**src/rtl/sha_pkg.sv**
```systemverilog
package sha_pkg;

    localparam int WordW = 32;
    localparam int BlockWords = 16;
    localparam int Rounds = 64;
    localparam int LenPos = 56;

    function automatic logic [31:0] round_const(input logic [5:0] idx);
        logic [31:0] k;
        begin
            case (idx)
                6'd0: k = 32'h428a2f98; 6'd1: k = 32'h71374491;
                6'd2: k = 32'hb5c0fbcf; 6'd3: k = 32'he9b5dba5;
                6'd4: k = 32'h3956c25b; 6'd5: k = 32'h59f111f1;
                6'd6: k = 32'h923f82a4; 6'd7: k = 32'hab1c5ed5;
                6'd8: k = 32'hd807aa98; 6'd9: k = 32'h12835b01;
                6'd10: k = 32'h243185be; 6'd11: k = 32'h550c7dc3;
                6'd12: k = 32'h72be5d74; 6'd13: k = 32'h80deb1fe;
                6'd14: k = 32'h9bdc06a7; 6'd15: k = 32'hc19bf174;
                6'd16: k = 32'he49b69c1; 6'd17: k = 32'hefbe4786;
                6'd18: k = 32'h0fc19dc6; 6'd19: k = 32'h240ca1cc;
                6'd20: k = 32'h2de92c6f; 6'd21: k = 32'h4a7484aa;
                6'd22: k = 32'h5cb0a9dc; 6'd23: k = 32'h76f988da;
                6'd24: k = 32'h983e5152; 6'd25: k = 32'ha831c66d;
                6'd26: k = 32'hb00327c8; 6'd27: k = 32'hbf597fc7;
                6'd28: k = 32'hc6e00bf3; 6'd29: k = 32'hd5a79147;
                6'd30: k = 32'h06ca6351; 6'd31: k = 32'h14292967;
                6'd32: k = 32'h27b70a85; 6'd33: k = 32'h2e1b2138;
                6'd34: k = 32'h4d2c6dfc; 6'd35: k = 32'h53380d13;
                6'd36: k = 32'h650a7354; 6'd37: k = 32'h766a0abb;
                6'd38: k = 32'h81c2c92e; 6'd39: k = 32'h92722c85;
                6'd40: k = 32'ha2bfe8a1; 6'd41: k = 32'ha81a664b;
                6'd42: k = 32'hc24b8b70; 6'd43: k = 32'hc76c51a3;
                6'd44: k = 32'hd192e819; 6'd45: k = 32'hd6990624;
                6'd46: k = 32'hf40e3585; 6'd47: k = 32'h106aa070;
                6'd48: k = 32'h19a4c116; 6'd49: k = 32'h1e376c08;
                6'd50: k = 32'h2748774c; 6'd51: k = 32'h34b0bcb5;
                6'd52: k = 32'h391c0cb3; 6'd53: k = 32'h4ed8aa4a;
                6'd54: k = 32'h5b9cca4f; 6'd55: k = 32'h682e6ff3;
                6'd56: k = 32'h748f82ee; 6'd57: k = 32'h78a5636f;
                6'd58: k = 32'h84c87814; 6'd59: k = 32'h8cc70208;
                6'd60: k = 32'h90befffa; 6'd61: k = 32'ha4506ceb;
                6'd62: k = 32'hbef9a3f7; default: k = 32'hc67178f2;
            endcase
            return k;
        end
    endfunction

    function automatic logic [31:0] init_hash(input logic [2:0] idx);
        logic [31:0] h;
        begin
            case (idx)
                3'd0: h = 32'h6a09e667; 3'd1: h = 32'hbb67ae85;
                3'd2: h = 32'h3c6ef372; 3'd3: h = 32'ha54ff53a;
                3'd4: h = 32'h510e527f; 3'd5: h = 32'h9b05688c;
                3'd6: h = 32'h1f83d9ab; default: h = 32'h5be0cd19;
            endcase
            return h;
        end
    endfunction

    function automatic logic [31:0] rotr(input logic [31:0] x, input int n);
        begin
            return (x >> n) | (x << (32 - n));
        end
    endfunction

    // Round datapath state, packed for passing between modules.
    typedef struct packed {
        logic [31:0] a, b, c, d, e, f, g, h;
    } t_vars;

endpackage

```
**src/rtl/sha_round.sv**
```systemverilog
module sha_round (
    input  logic           i_clk,
    input  logic           i_load,
    input  logic           i_step,
    input  sha_pkg::t_vars i_init,
    input  logic [31:0]    i_w,
    input  logic [5:0]     i_idx,
    output sha_pkg::t_vars o_vars
);

    sha_pkg::t_vars r_v;
    logic [31:0] s1, chv, t1, s0, mj;

    always_comb begin
        s1  = sha_pkg::rotr(r_v.e, 6) ^ sha_pkg::rotr(r_v.e, 11) ^ sha_pkg::rotr(r_v.e, 25);
        chv = (r_v.e & r_v.f) ^ (~r_v.e & r_v.g);
        t1  = r_v.h + s1 + chv + sha_pkg::round_const(i_idx) + i_w;
        s0  = sha_pkg::rotr(r_v.a, 2) ^ sha_pkg::rotr(r_v.a, 13) ^ sha_pkg::rotr(r_v.a, 22);
        mj  = (r_v.a & r_v.b) ^ (r_v.a & r_v.c) ^ (r_v.b & r_v.c);
    end

    always_ff @(posedge i_clk) begin
        if (i_load) begin
            r_v <= i_init;
        end else if (i_step) begin
            r_v.h <= r_v.g;
            r_v.g <= r_v.f;
            r_v.f <= r_v.e;
            r_v.e <= r_v.d + t1;
            r_v.d <= r_v.c;
            r_v.c <= r_v.b;
            r_v.b <= r_v.a;
            r_v.a <= t1 + s0 + mj;
        end
    end

    assign o_vars = r_v;

endmodule

```
**src/rtl/sha_sched.sv**
```systemverilog
module sha_sched (
    input  logic        i_clk,
    input  logic        i_wr,
    input  logic [3:0]  i_wr_idx,
    input  logic [31:0] i_wr_data,
    input  logic        i_step,
    input  logic [5:0]  i_idx,
    output logic [31:0] o_w
);

    logic [31:0] r_w [16];
    logic [31:0] x2, x15, g0, g1, exp;
    logic [3:0]  t;

    always_comb begin
        t   = i_idx[3:0];
        x2  = r_w[t - 4'd2];
        x15 = r_w[t - 4'd15];
        g1  = sha_pkg::rotr(x2, 17) ^ sha_pkg::rotr(x2, 19) ^ (x2 >> 10);
        g0  = sha_pkg::rotr(x15, 7) ^ sha_pkg::rotr(x15, 18) ^ (x15 >> 3);
        exp = g1 + r_w[t - 4'd7] + g0 + r_w[t];
        o_w = (i_idx < 6'd16) ? r_w[t] : exp;
    end

    always_ff @(posedge i_clk) begin
        if (i_wr) begin
            r_w[i_wr_idx] <= i_wr_data;
        end else if (i_step && i_idx >= 6'd16) begin
            r_w[t] <= exp;
        end
    end

endmodule

```
**src/rtl/sha256_stream_hasher.sv**
```systemverilog
// A byte that does not fill a block is absorbed while idle; a block fill adds
// a load step, the rounds of one compression and a chain update step.
// The end of a message pads one word per cycle, runs one or two compressions
// and then offers eight digest words, one per cycle as the consumer takes them.
// With the single shared round unit, new bytes are stalled while it is busy.
// Reset (synchronous, active low) restores the initial hash and a zero count.
module sha256_stream_hasher (
    input  logic        i_clk,
    input  logic        i_rst_n,
    input  logic        i_valid,
    output logic        o_stall,
    input  logic [7:0]  i_message_byte,
    input  logic        i_byte_present,
    input  logic        i_end_of_message,
    output logic        o_valid,
    input  logic        i_stall,
    output logic [31:0] o_digest_word,
    output logic [2:0]  o_word_number,
    output logic        o_final_word
);

    // Sequencer states.
    localparam logic [2:0] S_IDLE  = 3'd0;
    localparam logic [2:0] S_LOAD  = 3'd1;
    localparam logic [2:0] S_ROUND = 3'd2;
    localparam logic [2:0] S_ADD   = 3'd3;
    localparam logic [2:0] S_PAD   = 3'd4;
    localparam logic [2:0] S_OUT   = 3'd5;

    logic [2:0]  r_state;
    logic [31:0] r_chain [8];
    logic [63:0] r_count;
    logic [5:0]  r_round;
    logic [31:0] r_acc;       // word being assembled from bytes
    logic [3:0]  r_pad_idx;   // next word written during padding
    logic        r_finish;    // padding pending after the current compression
    logic        r_last_blk;  // the compression running is the final one
    logic        r_spill;     // the padding pass is the length-only extra block
    logic [2:0]  r_out_idx;

    sha_pkg::t_vars init_v, vars;
    logic        load, step, wr;
    logic [3:0]  wr_idx;
    logic [31:0] wr_data, sched_w, byte_word;
    logic        accept, new_word, blk_full;
    logic        spill_first;
    logic [1:0]  bpos;
    logic [63:0] bits;

    always_comb begin
        init_v = {r_chain[0], r_chain[1], r_chain[2], r_chain[3],
                  r_chain[4], r_chain[5], r_chain[6], r_chain[7]};
    end

    assign accept = i_valid && !o_stall;
    assign o_stall = (r_state != S_IDLE);
    assign bpos = r_count[1:0];
    assign bits = {r_count[60:0], 3'b000};

    // With fewer than 9 free bytes the length does not fit; the first padding
    // pass then carries only the marker and zeros.
    assign spill_first = (r_count[5:0] >= 6'(sha_pkg::LenPos)) && !r_spill;

    // Big-endian placement of the incoming byte into the word under assembly;
    // the first byte of a word clears the rest.
    always_comb begin
        byte_word = (bpos == 2'd0) ? 32'd0 : r_acc;
        case (bpos)
            2'd0: byte_word[31:24] = i_message_byte;
            2'd1: byte_word[23:16] = i_message_byte;
            2'd2: byte_word[15:8]  = i_message_byte;
            default: byte_word[7:0] = i_message_byte;
        endcase
    end

    assign new_word = accept && i_byte_present;
    assign blk_full = new_word && (r_count[5:0] == 6'd63);

    // Schedule store write: every byte writes its partial word so that
    // padding can read nothing but the register copy in r_acc.
    always_comb begin
        wr = 1'b0;
        wr_idx = r_count[5:2];
        wr_data = byte_word;
        if (new_word) begin
            wr = 1'b1;
        end else if (r_state == S_PAD) begin
            wr = 1'b1;
            wr_idx = r_pad_idx;
            if (r_pad_idx == r_count[5:2] && !r_spill) begin
                // Word holding the 0x80 marker after the partial bytes.
                case (bpos)
                    2'd0: wr_data = 32'h80000000;
                    2'd1: wr_data = {r_acc[31:24], 24'h800000};
                    2'd2: wr_data = {r_acc[31:16], 16'h8000};
                    default: wr_data = {r_acc[31:8], 8'h80};
                endcase
            end else if (!spill_first && r_pad_idx == 4'd14) begin
                wr_data = bits[63:32];
            end else if (!spill_first && r_pad_idx == 4'd15) begin
                wr_data = bits[31:0];
            end else begin
                wr_data = 32'd0;
            end
        end
    end

    assign load = (r_state == S_LOAD);
    assign step = (r_state == S_ROUND);

    sha_sched u_sched (
        .i_clk     (i_clk),
        .i_wr      (wr),
        .i_wr_idx  (wr_idx),
        .i_wr_data (wr_data),
        .i_step    (step),
        .i_idx     (r_round),
        .o_w       (sched_w)
    );

    sha_round u_round (
        .i_clk  (i_clk),
        .i_load (load),
        .i_step (step),
        .i_init (init_v),
        .i_w    (sched_w),
        .i_idx  (r_round),
        .o_vars (vars)
    );

    always_ff @(posedge i_clk) begin
        if (new_word) begin
            r_acc <= byte_word;
        end
    end

    always_ff @(posedge i_clk) begin
        if (!i_rst_n) begin
            r_state    <= S_IDLE;
            r_count    <= 64'd0;
            r_round    <= 6'd0;
            r_pad_idx  <= 4'd0;
            r_finish   <= 1'b0;
            r_last_blk <= 1'b0;
            r_spill    <= 1'b0;
            r_out_idx  <= 3'd0;
            for (int i = 0; i < 8; i++) begin
                r_chain[i] <= sha_pkg::init_hash(3'(i));
            end
        end else begin
            case (r_state)
                S_IDLE: begin
                    if (accept) begin
                        if (i_byte_present) begin
                            r_count <= r_count + 64'd1;
                        end
                        r_finish <= i_end_of_message;
                        if (blk_full) begin
                            r_state <= S_LOAD;
                            r_last_blk <= 1'b0;
                        end else if (i_end_of_message) begin
                            r_state <= S_PAD;
                            r_pad_idx <= i_byte_present
                                ? r_count[5:2] + 4'(r_count[1:0] == 2'd3)
                                : r_count[5:2];
                        end
                    end
                end
                S_LOAD: begin
                    r_round <= 6'd0;
                    r_state <= S_ROUND;
                end
                S_ROUND: begin
                    r_round <= r_round + 6'd1;
                    if (r_round == 6'(sha_pkg::Rounds - 1)) begin
                        r_state <= S_ADD;
                    end
                end
                S_ADD: begin
                    r_chain[0] <= r_chain[0] + vars.a;
                    r_chain[1] <= r_chain[1] + vars.b;
                    r_chain[2] <= r_chain[2] + vars.c;
                    r_chain[3] <= r_chain[3] + vars.d;
                    r_chain[4] <= r_chain[4] + vars.e;
                    r_chain[5] <= r_chain[5] + vars.f;
                    r_chain[6] <= r_chain[6] + vars.g;
                    r_chain[7] <= r_chain[7] + vars.h;
                    if (r_last_blk) begin
                        r_state <= S_OUT;
                        r_out_idx <= 3'd0;
                    end else if (r_finish) begin
                        r_state <= S_PAD;
                        r_pad_idx <= 4'd0;
                    end else begin
                        r_state <= S_IDLE;
                    end
                end
                S_PAD: begin
                    r_pad_idx <= r_pad_idx + 4'd1;
                    if (r_pad_idx == 4'd15) begin
                        r_state <= S_LOAD;
                        if (spill_first) begin
                            r_spill <= 1'b1;
                        end else begin
                            r_last_blk <= 1'b1;
                        end
                    end
                end
                S_OUT: begin
                    if (!i_stall) begin
                        r_out_idx <= r_out_idx + 3'd1;
                        if (r_out_idx == 3'd7) begin
                            r_state <= S_IDLE;
                            r_count <= 64'd0;
                            r_last_blk <= 1'b0;
                            r_finish <= 1'b0;
                            r_spill <= 1'b0;
                            for (int i = 0; i < 8; i++) begin
                                r_chain[i] <= sha_pkg::init_hash(3'(i));
                            end
                        end
                    end
                end
                default: begin
                    r_state <= S_IDLE;
                end
            endcase
        end
    end

    // Pad block words 14 and 15 get the length only in the final block; in a
    // spill block they are zero. The first pass over a spilled message writes
    // the marker and zeros, the second pass writes only zeros and the length.
    // That distinction is made by r_spill, which is set at the end of the
    // first pass and cleared once the digest has been taken.

    assign o_valid = (r_state == S_OUT);
    assign o_digest_word = r_chain[r_out_idx];
    assign o_word_number = r_out_idx;
    assign o_final_word = (r_out_idx == 3'd7);

    a_no_accept_busy: assert property (@(posedge i_clk) disable iff (!i_rst_n)
        (r_state != S_IDLE) |-> !accept)
        else $error("item accepted while busy");
    a_round_range: assert property (@(posedge i_clk) disable iff (!i_rst_n)
        (r_state == S_ADD) |-> ($past(r_round) == 6'd63))
        else $error("compression ended early");
    a_out_order: assert property (@(posedge i_clk) disable iff (!i_rst_n)
        (o_valid && !i_stall && r_out_idx != 3'd7) |=>
            (o_valid && r_out_idx == $past(r_out_idx) + 3'd1))
        else $error("digest words out of order");

endmodule

```
**config.mk**
```make
export PLATFORM = sky130hd
export DESIGN_NAME = sha256_stream_hasher
export DESIGN_NICKNAME = d
export VERILOG_FILES = /design/src/rtl/sha_pkg.sv /design/src/rtl/sha_round.sv /design/src/rtl/sha_sched.sv /design/src/rtl/sha256_stream_hasher.sv
export SDC_FILE = /design/constraint.sdc
export NUM_CORES = 2
export LEC_CHECK = 0
export ABC_AREA = 0
export CAP_MARGIN = 5
export CORE_AREA = 5 5 447 449
export DETAILED_ROUTE_END_ITERATION = 8
export DIE_AREA = 0 0 452 454
export DONT_BUFFER_PORTS = 1
export PLACE_DENSITY = 0.66
export SETUP_SLACK_MARGIN = 0.3
export SLEW_MARGIN = 20
export SYNTH_ARGS = -nofsm -noshare
export SYNTH_HDL_FRONTEND = slang
export SYNTH_SLANG_ARGS = --single-unit
```
**constraint.sdc**
```tcl
create_clock -name i_clk -period 15 [get_ports i_clk]
set_input_delay 0.75 -clock i_clk [delete_from_list [all_inputs] [get_ports i_clk]]
set_output_delay 0.75 -clock i_clk [all_outputs]
set_load 0.01 [all_outputs]
```
After elaboration in Yosys (flattened, before gate mapping)
Memories as Yosys holds them, arrays and structs flattened. A register that Yosys moved wholly into a read port is not among the register bits.
Index checks and enable logic that the tools add are counted.
- memory bits (writable): 768
- memory bits (read-only): 2048
- input bits: 14
- word-level logic and storage cells: 285
- bits in registers: 371
- memories kept: 3
- output and inout bits: 38
- memory list (memory ; words ; width ; rd ports ; clocked after memory_dff ; write ports ; RTL line ; source):
    (no name shown) ; 64 ; 32 ; 1 ; 1 ; 0 ; sha_pkg.sv:11 ; case (idx)
    u_sched.r_w ; 16 ; 32 ; 4 ; 1 ; 1 ; sha_sched.sv:11 ; logic [31:0] r_w [16];
    r_chain ; 8 ; 32 ; 9 ; 1 ; 8 ; sha256_stream_hasher.sv:31 ; logic [31:0] r_chain [8];
- $lt $le $gt $ge: 3
- muxes and demuxes: 135
- add/subtract/negate cells: 26
- reduce and logical (&&, ||, !) cells: 29
- bitwise logic cells: 43
- eq/ne operators: 29
- operator list (cell ; number):
    2-to-1 mux 32 bit ; 64
    adder 32 bit ; 18
    2-to-1 mux 256 bit ; 2
    XOR 32 bit ; 9
    2-to-1 mux 64 bit ; 4
    bitwise AND 32 bit ; 5
    case mux 64 bit (2 select lines) ; 1
    case mux 32 bit (3 select lines) ; 1
    adder 64 x 1 -> 64 bit, second input constant ; 1
    2-to-1 mux 4 bit ; 11
    2-to-1 mux 3 bit ; 13
    2-to-1 mux 8 bit ; 4
    NOT 32 bit ; 1
    bitwise OR 10 x 32 -> 32 bit ; 1
    bitwise OR 13 x 32 -> 32 bit ; 1
    bitwise OR 14 x 32 -> 32 bit ; 1
    bitwise OR 15 x 32 -> 32 bit ; 1
    bitwise OR 19 x 32 -> 32 bit ; 1
    bitwise OR 21 x 32 -> 32 bit ; 1
    bitwise OR 25 x 32 -> 32 bit ; 1
    bitwise OR 26 x 32 -> 32 bit ; 1
    bitwise OR 30 x 32 -> 32 bit ; 1
    bitwise OR 7 x 32 -> 32 bit ; 1
    OR reduction 32 bit ; 1
    44 further kinds ; 120

Depth between registers and ports, before layout
An unclocked memory read counts as a cell.
- word-level depth: 14
- depth in mapped cells: 50
- depth with buffers taken out: 45

Cells and area by module
A second synthesis with hierarchy kept.
- cell total of the unflattened synthesis: 7468
- area, all modules: 84828.9 um^2
- modules (own cells, without submodules) (module ; cells each ; instances ; sequential area each (um^2) ; area each (um^2)):
    sha_sched ; 1827 ; 1 ; 15374.7 ; 32571.2
    sha256_stream_hasher ; 3210 ; 1 ; 9028.7 ; 28534.9
    sha_round ; 2431 ; 1 ; 7687.4 ; 23722.8

Least setup slack after synthesis
OpenSTA, ideal clock, no wires.
- kind: reg-to-reg
- start: register r_state[1]
- end: register u_round.r_v (netlist bit u_round.o_vars[0]) (enable)
- setup slack: 2517 ps
- data arrival time: 11605 ps
- clock period less this slack: 12483 ps
- cell stages (with the launch flop): 5
- library setup time: 877 ps
- path buffers: 2
- required time: 14123 ps
- cells stage by stage: dfxtp_1 > clkbuf_1 > buf_1 > xnor2_1 > nor2_1
- longest elaborated chain between the ends: 2
- elaborated cells between the ends (all ways): 3
- those cells by class: eq/ne (2); reduce/logical (1)
- RTL lines (element ; RTL line ; source):
    start, declared ; sha256_stream_hasher.sv:30 ; logic [2:0] r_state;
    start signal, assigned ; sha256_stream_hasher.sv:139 ; r_state <= S_IDLE;
    start signal, assigned ; sha256_stream_hasher.sv:159 ; r_state <= S_LOAD;
    start signal, assigned ; sha256_stream_hasher.sv:162 ; r_state <= S_PAD;
    == test 3 x 1 -> 1 bit or == test 3 x 2 -> 1 bit (tied branches) ; sha256_stream_hasher.sv:108, sha256_stream_hasher.sv:109 ;
    nonzero test 2 bit (no source line) * ; -- ;
    end signal, assigned ; sha_round.sv:24 ; r_v <= i_init;
    end, declared ; sha_round.sv:11 ; sha_pkg::t_vars r_v;
Mark *: on every way between the ends. The rest lies on a longest branch, timed or not.
A chain may end at the register's enable or synchronous reset.

Final worst setup path
- start: register r_round[0]
- end: register u_round.r_v (netlist bit u_round.o_vars[255]), data pin
- longest elaborated chain between the ends: 14
- elaborated cells between the ends (all ways): 22
- those cells by class: add/sub (9); order compare (1); mux (3); bitwise (8); memory (1)
- RTL lines (element ; RTL line ; source):
    start, declared ; sha256_stream_hasher.sv:33 ; logic [5:0] r_round;
    start signal, assigned ; sha256_stream_hasher.sv:174 ; r_round <= r_round + 6'd1;
    subtractor 4 x 2 -> 4 bit ; sha_sched.sv:17 ; x2 = r_w[t - 4'd2];
    memory read (16 x 32 bit) ; -- ;
    bitwise OR 15 x 32 -> 32 bit or bitwise OR 13 x 32 -> 32 bit (tied branches) ; sha_pkg.sv:64 ; return (x >> n) | (x << (32 - n));
    XOR 32 bit ; sha_sched.sv:19 ; g1 = sha_pkg::rotr(x2, 17) ^ sha_pkg::rotr(x2, 19) ^ (x2 >> 10);
    XOR 32 x 22 -> 32 bit ; sha_sched.sv:19 ;
    adder 32 bit (3 in series) ; sha_sched.sv:21 ; exp = g1 + r_w[t - 4'd7] + g0 + r_w[t];
    2-to-1 mux 32 bit * ; sha_sched.sv:22 ; o_w = (i_idx < 6'd16) ? r_w[t] : exp;
    adder 32 bit * ; sha_round.sv:17 ; t1 = r_v.h + s1 + chv + sha_pkg::round_const(i_idx) + i_w;
    adder 32 bit * (2 in series) ; sha_round.sv:33 ; r_v.a <= t1 + s0 + mj;
    2-to-1 mux 256 bit * ; sha_round.sv:25 ; end else if (i_step) begin
    2-to-1 mux 256 bit * ; sha_round.sv:23 ; if (i_load) begin
Mark *: on every way between the ends. The rest lies on a longest branch, timed or not. The select of a mux whose other input is x is not followed.

==> out/results.txt <==
Layout Nets: 7,625
largest net degree at the start of global routing: 134
IO Port Bufs: 0
row cnt: 163
post-synthesis async set-or-reset flop share: 0%
CP bufs+invs: 4
Post-synth EDFFs: 928
CTS Hold Bufs: 0
# Max-Cap Violations: 0
Setup Buffers After CTS: 0
Tmin final: 13.09 ns
Slew @ Worst Pin: 1.161 ns
Mapped Cells: 7,143
Final setup viols: 0
Hold Path Cell Cnt: 1
Max transition margin: 22.06%
CTS tree: built
worst-path fanout max: 67
slowest cell on the critical path: ha_4
post_cts resized: 0
Final period util: 87.27%
vias in the first global route: 60,310
Die Wd: 452 um
DRT antenna net count: 0
total clock sinks: 1,175
crit start category: flip-flop
syn avg cell area: 11.68 um^2
Ys Warns: 0
area grow syn2layout: 8.816%
origin of the critical flop-to-flop path: r_round[0]
reg2reg end: u_round.o_vars[255]
hold crit path type: in -> reg
CP dominant cell by count: a21oi_1
clock latency on the worst-skew pair: 0.80 ns
vias: 62,720
CP required: 15.50 ns
failing checks: design-rule violations
outcome: complete, but fails checks
grt ovf: 0
Synth cell types: 95
H-tree depth: 4
Post-Syn Nets: 7,753
RSZ-0062 raised after global routing: no
Ports: 52
total CTS buffers: 137
critical path depth: 41
hold path start: i_rst_n
setup TNS: 0 ns
WL/cell: 29.16 um
Max stage delay on crit path: 0.88 ns
CP startpoint: r_round[0]
Synth Register Bits: 1,175
Reg2Reg Depth: 41
sequential fraction of the synthesis area: 39.34%
first-pass GRT wire length: 412,300 um
cell area after synthesis: 83,410 um^2
Pre-Repair DR Iteration Count: 8
clock root cell: clkbuf_16
ys flop type: edfxtp_1
Hold Vio Cnt, Final: 0
Core Box Area: 195,800 um^2
DP HPWL: 199,800 um
DRC Markers: 2
clk slew on worst S/H paths: 0.06 ns
DIE HEIGHT: 454 um
Worst Skew: 0.02867 ns
gp weighted congestion: 0.9871
Die Area: 205,200 um^2
CP top delay family: compound AO/OA/AOI/OAI gates
initial antenna violation count: 8
WS Path Type: reg -> reg
drt first-iter violations: 7,513
worst path arrival time: 13.59 ns
DR vias/cell: 6.478
Worst Setup End Kind: flip-flop
fraction of layout cells with a size suffix above 1: 17.06%
clock tree buffer depth: 3
R2R Setup Slk: 1.91 ns
total routed wirelength: 282,300 um
fmax: 76.39 MHz
Pins Over Slew Limit: 0
Total Routing Usage GR: 26.89%
Starting Density: 42.60%
layout make-up:
| class | instances | area [um^2] |
|---|---|---|
| Sequential cell | 1175 | 32840 |
| Fill cell | 17550 | 105000 |
| Inverter | 380 | 1429 |
| Clock inverter | 57 | 554.3 |
| Timing Repair Buffer | 136 | 1084 |
| Multi-Input combinational cell | 5185 | 47940 |
| Tap cell | 2557 | 3199 |
| Antenna cell | 3 | 7.507 |
| Clock buffer | 189 | 3706 |
metal layers:
layer	track usage [%]	share of wire [%]	up-vias
met5	0	0.0096	-
met4	13.32	5.9	4
met3	5.773	9.6	716
met2	42.41	46	3588
met1	35.29	39	31590
li1	-	-	26830
cells in the final DEF, fill, tap and decap left out, drive strengths merged, types with 50 or more instances in the layout:
master / count
a211oi: 60
a21o: 197
a21oi: 474
buf: 136
clkbuf: 189
dfxtp: 247
edfxtp: 928
fa: 195
ha: 401
inv: 381
mux2: 235
mux4: 572
nand2: 524
nand2b: 65
nand3: 123
nor2: 369
nor3: 117
o211ai: 64
o21a: 57
o21ai: 415
o21bai: 50
xnor2: 331
xor2: 289
cells in the mapped netlist, types with 13 or more instances:
| master | number | area, um^2 |
|---|---|---|
| o21a_1 | 57 | 427.9 |
| a22o_1 | 38 | 332.8 |
| a21oi_1 | 474 | 2372 |
| xnor2_1 | 330 | 2890 |
| nand2b_1 | 65 | 406.6 |
| o21ai_0 | 404 | 2022 |
| nand4_1 | 24 | 150.1 |
| xor2_1 | 288 | 2522 |
| dfxtp_1 | 247 | 4945 |
| nand3_1 | 123 | 615.6 |
| edfxtp_1 | 928 | 27870 |
| a211oi_1 | 60 | 450.4 |
| a221oi_1 | 36 | 315.3 |
| ha_1 | 401 | 5017 |
| and3_1 | 44 | 275.3 |
| nand2_1 | 523 | 1963 |
| nor2_1 | 369 | 1385 |
| nor4_1 | 14 | 87.58 |
| mux4_2 | 571 | 12860 |
| clkbuf_1 | 301 | 1130 |
| mux2_2 | 235 | 2646 |
| a31oi_1 | 47 | 294.0 |
| nor2b_1 | 38 | 237.7 |
| or3_1 | 43 | 269.0 |
| inv_1 | 373 | 1400 |
| buf_1 | 93 | 349.1 |
| and2_1 | 19 | 118.9 |
| a21boi_0 | 14 | 105.1 |
| or2_2 | 14 | 87.58 |
| o21bai_1 | 50 | 375.4 |
| o31ai_1 | 23 | 172.7 |
| o22ai_1 | 16 | 100.1 |
| mux2i_1 | 46 | 460.4 |
| a2111oi_0 | 13 | 113.9 |
| maj3_1 | 19 | 190.2 |
| a22oi_1 | 14 | 105.1 |
| nor3_1 | 114 | 570.6 |
| fa_1 | 195 | 3904 |
| a311oi_1 | 16 | 140.1 |
| a21o_1 | 197 | 1479 |
| o211ai_1 | 64 | 480.5 |
| a211o_1 | 14 | 122.6 |
worst max-delay path by stage:
stage,end
2_1_floorplan,u_round.o_vars[0]
3_3_place_gp,u_round.o_vars[255]
3_5_place_dp,u_round.o_vars[255]
4_1_cts,u_round.o_vars[255]
5_1_grt,u_round.o_vars[255]
6_report,u_round.o_vars[255]
cells by family (layout without fill, tap and decap cells):
group,count (synthesis),count (layout),share of synthesized area (%)
AND/OR/NAND/NOR,1435,1435,7.849
AO/OA/AOI/OAI,1661,1661,12.60
multiplexers,853,853,19.17
adder cells (fa/ha/maj),615,615,10.92
other,0,3,0
XOR/XNOR,621,621,6.555
flip-flops,1175,1175,39.34
buffers and inverters,783,762,3.555
registers in the layout (all words and copies together) (netlist names), 4 cells and up, named ones only:
name / cells
r_chain: 256
r_round: 6
u_sched.r_w: 512
r_pad_idx: 4
u_round.o_vars: 256
r_count: 61
r_acc: 32
per-stage QoR:
stage               util, %  setup WS (ns)  instances  hold slack [ns]  instance area, um^2
floorplan                 -          2.517       7143           0.4555                83410
global placement      44.17          2.136       9433           0.4698                86470
detailed placement    44.17          2.016       9433           0.4864                86480
CTS                   46.35          1.979       9679          0.04407                90740
global route          46.35          1.145       9680          0.06215                90760
finish                46.36          1.910       9682           0.1102                90760
Power is left out: the tool's default activity adds up to more than one toggle a clock period on the data nets, which glitch-free logic cannot reach.
